File: config.mk
export PLATFORM = sky130hd
export DESIGN_NAME = ipv4_tcp_checksum_engine
export DESIGN_NICKNAME = d
export VERILOG_FILES = /design/src/rtl/ipcs_pkg.sv /design/src/rtl/ipv4_tcp_checksum_engine.sv /design/src/rtl/ipcs_finish.sv
export SDC_FILE = /design/constraint.sdc
export NUM_CORES = 1
export LEC_CHECK = 0
export BUFFER_PORTS_ARGS = -buffer_cell sky130_fd_sc_hd__buf_2
export CAP_MARGIN = 20
export CELL_PAD_IN_SITES_DETAIL_PLACEMENT = 0
export CELL_PAD_IN_SITES_GLOBAL_PLACEMENT = 2
export CORE_UTILIZATION = 41
export DETAILED_ROUTE_END_ITERATION = 12
export GPL_TIMING_DRIVEN = 0
export MAX_ROUTING_LAYER = met4
export PLACE_DENSITY = 0.87
export SYNTH_ARGS = -nofsm -noshare
export SYNTH_HDL_FRONTEND = slang
export SYNTH_SLANG_ARGS = --single-unit
File: constraint.sdc
create_clock -name clk -period 6.7 [get_ports clk]
set_clock_uncertainty 0.05 [all_clocks]
set_input_delay 0.67 -clock clk [delete_from_list [all_inputs] [get_ports clk]]
set_output_delay 0.67 -clock clk [all_outputs]
set_load 0.01 [all_outputs]
File: src/rtl/ipcs_pkg.sv
// Shared types, constants and the end-around-carry adder for the IPv4/TCP
// checksum engine. No dependencies.
`timescale 1ns / 1ps
`default_nettype none

package ipcs_pkg;

  // IP protocol number for TCP
  localparam logic [7:0]  IpprotoTcp = 8'd6;
  // smallest TCP header in bytes
  localparam logic [15:0] MinTcpHdr  = 16'd20;
  // even offsets of the source and destination address words
  localparam logic [15:0] AddrFirst  = 16'd12;
  localparam logic [15:0] AddrLast   = 16'd18;

  // Datagram totals handed from the accumulator to the finishing stages
  typedef struct packed {
    logic [15:0] hsum;
    logic [15:0] ssum;
    logic [15:0] count;
    logic [3:0]  hwords;
    logic [7:0]  proto;
    logic        ovf;
  } snap_t;

  // Ones'-complement add with end-around carry; one fold suffices for 16-bit inputs
  function automatic logic [15:0] oc_add(input logic [15:0] a, input logic [15:0] b);
    logic [16:0] t;
    t = {1'b0, a} + {1'b0, b};
    return t[15:0] + {15'd0, t[16]};
  endfunction

endpackage

`default_nettype wire

File: src/rtl/ipv4_tcp_checksum_engine.sv
// Top level of the IPv4 header / TCP checksum engine: byte accumulator and
// datagram snapshot. Depends on ipcs_pkg and ipcs_finish.
`timescale 1ns / 1ps
`default_nettype none

// Channel | Direction | Width          | Content
// s_*     | in        | tdata 8, tlast | datagram byte, last byte of datagram
// m_*     | out       | tdata 32, tuser 2 | both checksums, is_tcp and header_ok
//
// One byte is taken every cycle while m_* is not stalled; the result passes the
// snapshot, the length/flag stage and the result register after the last byte.
// The end-around-carry add into one of the two sums sets the byte rate.
// rst is synchronous and clears all sums, counts and valids.
// A result left untaken on m_* stalls the whole pipeline and drops s_tready.

module ipv4_tcp_checksum_engine #(
  parameter int MAX_DATAGRAM_BYTES = 65535
) (
  input  wire logic        clk,
  input  wire logic        rst,
  input  wire logic        s_tvalid,
  output logic             s_tready,
  input  wire logic [7:0]  s_tdata,   // [7:0] data_byte
  input  wire logic        s_tlast,   // last_byte
  output logic             m_tvalid,
  input  wire logic        m_tready,
  output logic [31:0]      m_tdata,   // [15:0] ip_header_checksum, [31:16] l4_checksum
  output logic [1:0]       m_tuser    // [0] is_tcp, [1] header_ok
);
  import ipcs_pkg::*;

  localparam logic [15:0] MaxBytes = 16'(MAX_DATAGRAM_BYTES);

  logic        adv;
  logic        accept;

  logic [15:0] byte_count;
  logic [3:0]  header_words;
  logic [7:0]  protocol_code;
  logic [15:0] header_sum;
  logic [15:0] segment_sum;
  logic [7:0]  pending_high_byte;
  logic        overflowed;

  logic        fin_valid;
  snap_t       fin_snap;

  logic        sat;
  logic        odd;
  logic        add_en;
  logic [15:0] word;
  logic [15:0] hp;
  logic [3:0]  hw_eff;
  logic        in_hdr;
  logic        in_addr;
  logic [15:0] seg_word;
  snap_t       snap_next;
  logic [7:0]  pending_next;

  assign s_tready = adv;
  assign accept   = s_tvalid && s_tready;

  // Pair bytes into big-endian words and pick the sums they join
  always_comb begin
    sat     = byte_count >= MaxBytes;
    odd     = byte_count[0];
    add_en  = sat ? (s_tlast && odd) : (odd || s_tlast);
    word    = (!sat && odd) ? {pending_high_byte, s_tdata} :
              (sat ? {pending_high_byte, 8'h00} : {s_tdata, 8'h00});
    hp      = {byte_count[15:1], 1'b0};
    hw_eff  = (!sat && byte_count == 16'd0) ? s_tdata[3:0] : header_words;
    in_hdr  = hp < {10'd0, hw_eff, 2'b00};
    in_addr = (hp >= AddrFirst) && (hp <= AddrLast);
    // an address word outside the header counts twice in the segment sum: double is a rotate
    seg_word = (!in_hdr && in_addr) ? {word[14:0], word[15]} : word;

    snap_next.hwords = hw_eff;
    snap_next.proto  = (!sat && byte_count == 16'd9) ? s_tdata : protocol_code;
    snap_next.count  = sat ? byte_count : byte_count + 16'd1;
    snap_next.ovf    = overflowed || sat;
    snap_next.hsum   = (add_en && in_hdr) ? oc_add(header_sum, word) : header_sum;
    snap_next.ssum   = (add_en && (!in_hdr || in_addr)) ?
                       oc_add(segment_sum, seg_word) : segment_sum;
    pending_next     = (!sat && !odd) ? s_tdata : pending_high_byte;
  end

  // Advance accumulator; on the last byte hand totals on and clear
  always_ff @(posedge clk) begin
    if (rst) begin
      byte_count        <= 16'd0;
      header_words      <= 4'd0;
      protocol_code     <= 8'd0;
      header_sum        <= 16'd0;
      segment_sum       <= 16'd0;
      pending_high_byte <= 8'd0;
      overflowed        <= 1'b0;
      fin_valid         <= 1'b0;
    end else begin
      if (adv) begin
        fin_valid <= accept && s_tlast;
      end
      if (accept) begin
        if (s_tlast) begin
          byte_count        <= 16'd0;
          header_words      <= 4'd0;
          protocol_code     <= 8'd0;
          header_sum        <= 16'd0;
          segment_sum       <= 16'd0;
          pending_high_byte <= 8'd0;
          overflowed        <= 1'b0;
        end else begin
          byte_count        <= snap_next.count;
          header_words      <= snap_next.hwords;
          protocol_code     <= snap_next.proto;
          header_sum        <= snap_next.hsum;
          segment_sum       <= snap_next.ssum;
          pending_high_byte <= pending_next;
          overflowed        <= snap_next.ovf;
        end
      end
    end
  end

  // Hold datagram totals for the finishing stages
  always_ff @(posedge clk) begin
    if (adv) begin
      fin_snap <= snap_next;
    end
  end

  ipcs_finish u_finish (
    .clk        (clk),
    .rst        (rst),
    .snap_valid (fin_valid),
    .snap       (fin_snap),
    .adv        (adv),
    .m_tvalid   (m_tvalid),
    .m_tready   (m_tready),
    .m_tdata    (m_tdata),
    .m_tuser    (m_tuser)
  );

`ifndef SYNTH
  a_count_bound: assert property (@(posedge clk) disable iff (rst)
    byte_count <= MaxBytes)
    else $error("byte count beyond the datagram limit");
  a_ovf_saturated: assert property (@(posedge clk) disable iff (rst)
    overflowed |-> byte_count == MaxBytes)
    else $error("overflow flagged below the datagram limit");
  a_clear_after_last: assert property (@(posedge clk) disable iff (rst)
    accept && s_tlast |=> byte_count == 16'd0 && header_sum == 16'd0 &&
    segment_sum == 16'd0 && !overflowed)
    else $error("accumulator not cleared after the last word");
`endif

endmodule

`default_nettype wire

File: src/rtl/ipcs_finish.sv
// Finishing stages: segment length, flags, pseudo-header fold and the
// result register. Depends on ipcs_pkg.
`timescale 1ns / 1ps
`default_nettype none

module ipcs_finish (
  input  wire logic          clk,
  input  wire logic          rst,
  input  wire logic          snap_valid,
  input  wire ipcs_pkg::snap_t snap,
  output logic               adv,
  output logic               m_tvalid,
  input  wire logic          m_tready,
  output logic [31:0]        m_tdata,   // [15:0] ip_header_checksum, [31:16] l4_checksum
  output logic [1:0]         m_tuser    // [0] is_tcp, [1] header_ok
);
  import ipcs_pkg::*;

  logic        mid_valid;
  logic [15:0] mid_hdr_ck;
  logic [15:0] mid_seg6;
  logic [15:0] mid_seglen;
  logic        mid_tcp;
  logic        mid_ok;

  logic [5:0]  hb;
  logic        have_hdr;
  logic [15:0] seglen;
  logic        tcp;
  logic        ok;
  logic [15:0] l4_sum;

  // Whole pipeline moves unless a result waits untaken
  assign adv = !m_tvalid || m_tready;

  // Length and flags from the datagram totals
  always_comb begin
    hb       = {snap.hwords, 2'b00};
    have_hdr = snap.count >= {10'd0, hb};
    seglen   = have_hdr ? (snap.count - {10'd0, hb}) : 16'd0;
    tcp      = snap.proto == IpprotoTcp;
    ok       = (snap.hwords >= 4'd5) && !snap.ovf && have_hdr &&
               (!tcp || (seglen >= MinTcpHdr));
  end

  // Fold in the segment length
  assign l4_sum = oc_add(mid_seg6, mid_seglen);

  // Hold middle stage and result register
  always_ff @(posedge clk) begin
    if (rst) begin
      mid_valid <= 1'b0;
      m_tvalid  <= 1'b0;
    end else if (adv) begin
      mid_valid <= snap_valid;
      m_tvalid  <= mid_valid;
    end
    if (adv) begin
      mid_hdr_ck <= ~snap.hsum;
      mid_seg6   <= oc_add(snap.ssum, {8'd0, IpprotoTcp});
      mid_seglen <= seglen;
      mid_tcp    <= tcp;
      mid_ok     <= ok;
      m_tdata    <= {(mid_tcp ? ~l4_sum : 16'd0), mid_hdr_ck};
      m_tuser    <= {mid_ok, mid_tcp};
    end
  end

`ifndef SYNTH
  a_l4_zero_non_tcp: assert property (@(posedge clk) disable iff (rst)
    m_tvalid && !m_tuser[0] |-> m_tdata[31:16] == 16'd0)
    else $error("transport checksum not zero for a non-TCP datagram");
  a_mid_to_out: assert property (@(posedge clk) disable iff (rst)
    mid_valid && adv |=> m_tvalid)
    else $error("finished datagram lost between stages");
  a_snap_to_mid: assert property (@(posedge clk) disable iff (rst)
    snap_valid && adv |=> mid_valid)
    else $error("datagram totals lost at the middle stage");
`endif

endmodule

`default_nettype wire

### Word level (Yosys, flattened, before mapping)

Cells that the tools add are included.

| operators by class | value |
|---|---|
| $add $sub $neg | 10 |
| multipliers | 0 |
| divide/modulo/power cells | 0 |
| magnitude comparators | 7 |
| eq/ne operators | 2 |
| shift operators | 0 |
| mux-type cells | 18 |
| bitwise logic cells | 2 |
| reductions and logical operators | 28 |

Operators with widths:

| operator | count |
|---|---|
| $mux 16 | 10 |
| $add 16x1->16 | 4 |
| $add 16x16->17 | 3 |
| $mux 8 | 4 |
| $not 16->16 | 2 |
| $add 16x3->17 const B | 1 |
| $add 16x1->16 const B | 1 |
| $eq 16x4->1 const B | 1 |
| $ge 16x16->1 const B | 1 |
| $ge 16x4->1 const B | 1 |
| $ge 16x5->1 const B | 1 |
| $ge 16x6->1 | 1 |
| $le 16x5->1 const B | 1 |
| $logic_not 16->1 | 1 |
| $lt 16x6->1 | 1 |
| $sub 16x6->16 | 1 |
| $logic_and 1x1->1 | 14 |
| $eq 8x3->1 const B | 1 |
| $mux 4 | 2 |
| $logic_not 1->1 | 6 |
| $logic_or 1x1->1 | 5 |
| $ge 4x3->1 const B | 1 |
| $mux 1 | 2 |
| $reduce_and 2->1 | 1 |
| $reduce_bool 2->1 | 1 |

| word-level totals | value |
|---|---|
| bits in registers | 217 |
| latch bits | 0 |
| RAM bits | 0 |
| ROM bits | 0 |
| bits of input ports | 13 |
| output and inout bits | 36 |
| logic and storage cells | 91 |
| memories kept | 0 |

### Depth between registers and ports, before layout

Gate-level depths: netlist of run 1.

| logic depth | value |
|---|---|
| word-level depth | 12 |
| mapped depth | 29 |
| gate-level depth less buffers | 28 |

### Cells and area by module

Synthesis of run 1 repeated with hierarchy kept, for this count alone.

| second synthesis, totals | value |
|---|---|
| cells, all modules | 1250 |
| area total of the unflattened synthesis | 12887.4 um2 |

Modules (own cells, without submodules):

| module | times used | cells an instance | area an instance (um2) | seq. area each (um2) |
|---|---|---|---|---|
| ipv4_tcp_checksum_engine | 1 | 805 | 7830.0 | 3233.1 |
| ipcs_finish | 1 | 445 | 5057.4 | 2562.5 |

### Least setup slack after synthesis of run 1

Ideal clock, no wire load.

| timing | value |
|---|---|
| kind | register to register |
| from | reg byte_count[6] |
| to | reg fin_snap[43] in the netlist's numbering (data pin) |
| library setup time | 0.260 ns |
| arrival | 5.848 ns |
| slack | 0.542 ns |
| cell stages (with the launch flop) | 29 |
| path buffers | 1 |
| period minus slack after synthesis | 6.158 ns |
| cells stage by stage | dfxtp_1 -> nor4_2 -> nand4_2 -> nor2_1 -> mux2i_1 -> ha_1 -> a31oi_1 -> maj3_2 -> nand2b_1 -> nor2_1 -> buf_2 -> mux2_2 -> ha_1 -> inv_1 -> fa_1 -> nand3b_1 -> a21oi_1 -> o21ai_0 -> a31oi_1 -> a21o_1 -> a21o_1 -> ha_1 -> ha_1 -> nand2_1 -> nor4_1 -> nand2_1 -> o41a_1 -> nor3_1 -> a21oi_1 |

RTL lines:

| what | line | text |
|---|---|---|
| start: declaration | ipv4_tcp_checksum_engine.sv:37 | `logic [15:0] byte_count;` |
| start signal: assignment | ipv4_tcp_checksum_engine.sv:112 | `byte_count <= snap_next.count;` |
| end signal: assignment | ipv4_tcp_checksum_engine.sv:127 | `fin_snap <= snap_next;` |
| end: declaration | ipv4_tcp_checksum_engine.sv:46 | `snap_t fin_snap;` |

==> results of run 1 <==
## cells by family after synthesis
logic type | after synthesis
fa+ha+maj | 76
flops | 217
xor+xnor | 123
compound gates | 293
buf+inv | 120
mux | 44
simple gates | 427
## timing repair
action	in CTS	in global routing
gates resized for setup	16	18
pin swaps	8	5
hold buffers	0	0
buffers inserted	7	7
setup endpoints to repair	22	23
## cells in the mapped netlist, drive strengths merged, types with 22 or more instances
library cell and instances:
and2 24, o21ai 62, xnor2 76, a21oi 80, nor2 105, inv 66, dfxtp 72, ha 70
nor3 22, a22oi 27, a21o 28, xor2 46, nand2 105, clkbuf 37, nand3 39, edfxtp 145
mux2 42, nand2b 22, nand4 23
## layer usage
| metal | track usage [%] | wire length, µm |
|---|---|---|
| met1 | 25.1 | 14700 |
| met2 | 32.3 | 14300 |
| met3 | 2.21 | 898 |
| met4 | 5.83 | 809 |
| met5 | - | 0 |
## where the power goes
part	switching [W]	total (W)	internal (W)
Sequential	0.0000308	0.00154	0.00151
Combinational	0.000284	0.000471	0.000187
Clock	0.000540	0.00127	0.000733
Total	0.000854	0.00328	0.00243
## sequential cells by signal, indices dropped and copies added, names as in the netlist, 2 cells and up
name and count:
segment_sum 16, header_words 4, protocol_code 8, byte_count 16, u_finish.mid_hdr_ck 16, u_finish.mid_seg6 16, u_finish.mid_seglen 16, fin_snap 61
u_finish.m_tuser 2, pending_high_byte 8, header_sum 16, u_finish.m_tdata 32
## worst max-delay path: cells and delay by family, from the launching register on
kind	cells	cell delay, ns
simple gates	10	2.04
mux	2	0.41
flops	1	0.29
compound gates	8	1.42
buf+inv	3	0.41
fa+ha+maj	6	1.54
## layout make-up
class,instances,area share [%]
buffer,52,1.56
clock buffer,34,4.48
clock inverter,12,0.714
inverter,67,1.74
multi-input combinational,963,46.2
sequential,217,39.4
tap,396,3.37
timing repair buffer,63,2.53
## final timing paths
kind	cells past startpoint	endpoint	startpoint	slack [ns]
worst max-delay path	29	fin_snap[43]	byte_count[9]	0.29
worst min-delay path	0	u_finish.m_tdata[2]	u_finish.mid_hdr_ck[2]	0.37
worst max register to register	29	fin_snap[43]	byte_count[9]	0.29
worst min register to register	0	u_finish.m_tdata[2]	u_finish.mid_hdr_ck[2]	0.37
## metrics by stage
step	setup TNS [ns]	util [%]	instance area [µm²]	power, W	hold slack (ns)
6_report	0	47.8	14700	0.00328	0.367
3_3_place_gp	-34.04	44.4	13700	0.00203	0.354
2_1_floorplan	0	-	13000	0.00190	0.350
3_5_place_dp	-14.10	44.5	13700	0.00203	0.355
4_1_cts	0	47.4	14600	0.00331	0.368
5_1_grt	-0.0963	47.8	14700	0.00343	0.369
==> parameters.txt, run 1 <==
Parameter                              Value

Outcome
  Run status    finished, violations left
  Failing checks    DRC

Yosys
  Synth Net Count    1,387
  Post-synthesis share of cell area spent on full adders, half adders and majority gates    7.55%
  Register bit count reported by yosys    217
  Top-area cell type share of the netlist area    33.6%
  Number of synthesized flops with an enable pin    145
  Basic-gate share of the synthesized area counting and, or, nand and nor cells    16.9%
  Post-Syn Area    0.0130 mm²
  Number of warnings issued by yosys    0
  Share of flip-flops with an asynchronous set or reset after synthesis    0%
  Share of the yosys chip area belonging to registers    44.7%
  Number of distinct library cells after synthesis    84
  Avg Cell Area, Syn    9.97 µm²
  Xor and xnor fraction of the mapped netlist area    8.42%
  Share of synthesized area spent on multiplexers    4.01%
  Leading register cell type out of synthesis    sky130_fd_sc_hd__edfxtp_1
  Main combinational cell family by area after synthesis    simple AND/OR/NAND/NOR gates
  Post-Syn Instances    1,300
  Dominant cells by area after synthesis    sky130_fd_sc_hd__edfxtp_1, sky130_fd_sc_hd__dfxtp_1, sky130_fd_sc_hd__ha_1
  Cell accounting for the most synthesized area    sky130_fd_sc_hd__edfxtp_1
  Area fraction in compound gates after synthesis    14.7%

GRT
  Initial antenna violation count    2
  Global-route wire length before repair    49,300 µm
  Vias in the first global route    9,166
  All-Layer GR Usage    19.5%
  GRT overflow    0
  Pin count of the biggest net entering global routing    78

Timing
  Unrepaired setup endpoints after global routing    true
  Top achievable clock speed    156 MHz
  Shortest clock period the worst path allows after layout    6.41 ns
  Max-slew headroom at the worst pin    38.9%
  Slew of the pin with the lowest slew margin    0.911 ns
  Total setup violations reported at the end of the flow    0
  Max-slew violation count    0
  Share of the cycle needed by the critical path after routing    95.7%
  Setup slack of the critical path after layout    0.285 ns
  Number of hold-slack violations in the final timing report    0

Die
  IO Pins    49
  Number of cell rows    64
  Overall die height    180 µm
  Floorplan core area    0.0308 mm²
  Initial Util    42.0%
  Chip Width    180 µm
  Die area    0.0323 mm²

Setup path
  Classification of the worst setup path    flop to flop
  Max stage delay cell, worst path    sky130_fd_sc_hd__o41a_1
  Worst path max stage delay    0.46 ns
  Nature of the critical path endpoint    flop
  Data arrival time at the worst-slack endpoint    6.63 ns
  Req. time, crit path    6.91 ns
  Highest fanout seen on the critical path    9
  Startpoint Class    flop

Clock tree
  # H-tree levels    1
  Clock tree sinks    217
  Buffer type at the clock tree root    sky130_fd_sc_hd__clkbuf_16
  Latest clock arrival within the worst-skew pair    0.53 ns
  Register clock-pin slew on the reported worst setup and hold paths    0.06 ns
  CTS Buf Count    25
  CTS tree    built
  Buffer levels on the longest clock path    3

Routing
  Final Routed Wirelength    30,700 µm
  Number of remaining DRC errors    5
  Pre-Repair DR Iteration Count    9
  Detail Route Antenna Nets    0
  Average via count per standard cell    5.35
  WL/cell    17.0 µm
  Via count    9,647
  1st-iter DRT viols    524

Placement
  Port Buf Inserts    48
  Routability Congestion    0.825
  Cell count after placement    1,745
  Placement-stage worst setup slack    -1.02 ns
  Detailed-placement wirelength estimate    23,000 µm

Pwr
  PwrDens    223 mW/mm²
  Leakage power figure    5.95 nW
  Peak supply drop    0.000199 V

Hold path
  Kind of path behind the tightest hold check    flop to flop

Flow run
  Number of max-cap violations    0

Final layout
  Register area    0.00580 mm²
  Layout overhead on the synthesized area    13.6%
  Multi-input combinational cell area    0.00681 mm²
  Leading cell types in the layout, fill and taps excluded    sky130_fd_sc_hd__edfxtp_1, sky130_fd_sc_hd__nand2_1, sky130_fd_sc_hd__nor2_1
  Layout net count    1,476
  Filler cell count    2,910
  Diode insertion count for antenna repair    0
  Commonest non-fill, non-tap cell in the layout    sky130_fd_sc_hd__edfxtp_1
  Fraction of layout instances using a drive strength above 1    14.2%
  Finished Layout Cells    1,804
(Power assumes the default switching activity.)
==> run 2: changes to the inputs <==
--- a/config.mk
+++ b/config.mk
@@ -9,6 +9,7 @@
 export CAP_MARGIN = 20
 export CELL_PAD_IN_SITES_DETAIL_PLACEMENT = 0
 export CELL_PAD_IN_SITES_GLOBAL_PLACEMENT = 2
+export CORE_ASPECT_RATIO = 1.1
 export CORE_UTILIZATION = 41
 export DETAILED_ROUTE_END_ITERATION = 12
 export GPL_TIMING_DRIVEN = 0
==> run 2 against run 1 <==
The run now ends clean; die area hardly changed; wire length grew 1.4%; worst setup slack got worse by 0.036 ns; largest power group unchanged.
==> parameters.txt, run 2 (synthesis results as in run 1) <==
Parameter                              Value

Outcome
  Run status    completed

Routing
  Average via count per standard cell    5.28
  WL/cell    17.1 µm
  1st-iter DRT viols    526
  Final Routed Wirelength    31,100 µm
  Detail Route Antenna Nets    0
  Pre-Repair DR Iteration Count    5
  Via count    9,629
  Number of remaining DRC errors    0

Timing
  Worst Hold Slack    0.371 ns
  Share of the cycle needed by the critical path after routing    96.3%
  Max-slew headroom at the worst pin    39.5%
  Shortest clock period the worst path allows after layout    6.45 ns
  Number of hold-slack violations in the final timing report    0
  Slew of the pin with the lowest slew margin    0.902 ns
  Max-slew violation count    0
  Top achievable clock speed    155 MHz
  Total setup violations reported at the end of the flow    0

Clock tree
  CTS Buf Count    24
  Latest clock arrival within the worst-skew pair    0.54 ns
  Clock tree sinks    217
  # H-tree levels    1
  Register clock-pin slew on the reported worst setup and hold paths    0.07 ns
  Number of buffers added to fix hold violations after cts    0
  CTS tree    built
  Buffer levels on the longest clock path    3
  Buffer type at the clock tree root    sky130_fd_sc_hd__clkbuf_16

Die
  Overall die height    188 µm
  Die area    0.0323 mm²
  Chip Width    172 µm
  Number of cell rows    67
  Floorplan core area    0.0308 mm²
  IO Pins    49
  Initial Util    42.1%

GRT
  Pin count of the biggest net entering global routing    78
  Initial antenna violation count    0
  Global-route wire length before repair    49,900 µm
  Vias in the first global route    9,371
  All-Layer GR Usage    20.2%
  GRT overflow    0

Placement
  Port Buf Inserts    48
  Routability Congestion    0.820
  Detailed-placement wirelength estimate    23,100 µm
  Area after detailed placement    0.0138 mm²

Final layout
  Cell area after layout    0.0148 mm²
  Register bank with the most flops    fin_snap
  Leading cell types in the layout, fill and taps excluded    sky130_fd_sc_hd__edfxtp_1, sky130_fd_sc_hd__nand2_1, sky130_fd_sc_hd__nor2_1
  Fraction of layout instances using a drive strength above 1    15.0%
  Share of the core filled with cells in the final layout    48.0%
  Layout overhead on the synthesized area    13.9%
  Registers with the most flip-flops    fin_snap: 61 flops, u_finish.m_tdata: 32 flops
  Diode insertion count for antenna repair    0
  Filler cell count    2,906
  Max FFs per register    61
  Layout net count    1,478
  Commonest non-fill, non-tap cell in the layout    sky130_fd_sc_hd__edfxtp_1

Setup path
  Startpoint Class    flop
  Data arrival time at the worst-slack endpoint    6.82 ns
  Max stage delay cell, worst path    sky130_fd_sc_hd__fa_2
  Req. time, crit path    7.07 ns
  Nature of the critical path endpoint    flop
  Worst path max stage delay    0.42 ns
  Highest fanout seen on the critical path    8
  Classification of the worst setup path    flop to flop

Pwr
  Leakage power figure    5.97 nW
  Peak supply drop    0.000208 V
  PwrDens    221 mW/mm²

Hold path
  Kind of path behind the tightest hold check    flop to flop

Flow run
  Number of max-cap violations    0
run 2: cell types whose count changed in the layout (fill, tap and decap cells not counted), moves of 2 or more:
| cell | before | now |
|---|---|---|
| sky130_fd_sc_hd__buf_4 | 15 | 19 |
| sky130_fd_sc_hd__clkbuf_1 | 43 | 39 |
| sky130_fd_sc_hd__clkinv_1 | 6 | 3 |
| sky130_fd_sc_hd__clkinv_2 | 1 | 6 |
| sky130_fd_sc_hd__ha_1 | 67 | 65 |
| sky130_fd_sc_hd__ha_2 | 3 | 5 |
| sky130_fd_sc_hd__nor4_2 | 2 | 0 |
run 2: where the power goes:
part | total [W] | switching, W | internal, W
sequential | 0.00154 | 0.0000321 | 0.00151
combinational | 0.000472 | 0.000285 | 0.000187
clock | 0.00125 | 0.000548 | 0.000704
run 2: final timing paths:
kind | end | slack (ns) | depth (start not counted) | start
max | segment_sum[15] | 0.25 | 28 | byte_count[9]
min | u_finish.m_tuser[1] | 0.37 | 0 | u_finish.mid_ok
max reg2reg | segment_sum[15] | 0.25 | 28 | byte_count[9]
min reg2reg | u_finish.m_tuser[1] | 0.37 | 0 | u_finish.mid_ok
run 2: per-layer routing:
metal / track usage, % / part of all wire, %
met2: 34.6 / 50
met4: 5.56 / 2.3
met1: 25.0 / 45
met5: - / 0
met3: 2.10 / 2.8
run 2: critical path, delay by kind of cell, from the launching register on:
kind	cells	cell delay [ns]
compound gates	7	1.16
simple gates	11	2.47
flops	1	0.38
fa+ha+maj	5	1.29
xor+xnor	1	0.32
mux	2	0.41
buf+inv	2	0.24
run 2: layout make-up:
class / instances / area [µm²] / area share [%]
repair buffers: 68 / 414 / 2.81
clock inverters: 15 / 125 / 0.848
clock buffers: 29 / 619 / 4.20
plain buffers: 50 / 219 / 1.48
inverters: 67 / 256 / 1.74
well taps: 414 / 518 / 3.51
multi-input cells: 963 / 6810 / 46.1
flip-flops and latches: 217 / 5800 / 39.3
run 2: metrics by stage:
step / instances / worst slack, ns / power, W / setup TNS (ns)
after floorplan: 1300 / 0.542 / 0.00190 / 0
after global placement: 1762 / -1.23 / 0.00203 / -35.02
after detailed placement: 1763 / -0.972 / 0.00203 / -13.68
after CTS: 1814 / 0.000427 / 0.00329 / 0
after global routing: 1823 / -0.0552 / 0.00341 / -0.121
final: 1823 / 0.250 / 0.00326 / 0
run 2: repair_timing:
item,CTS,global route
endpoints found under the setup margin,21,20
resized for setup,14,23
cloned,0,0
endpoints found under the hold margin,0,0
pin swaps,8,13
buffers inserted,8,11
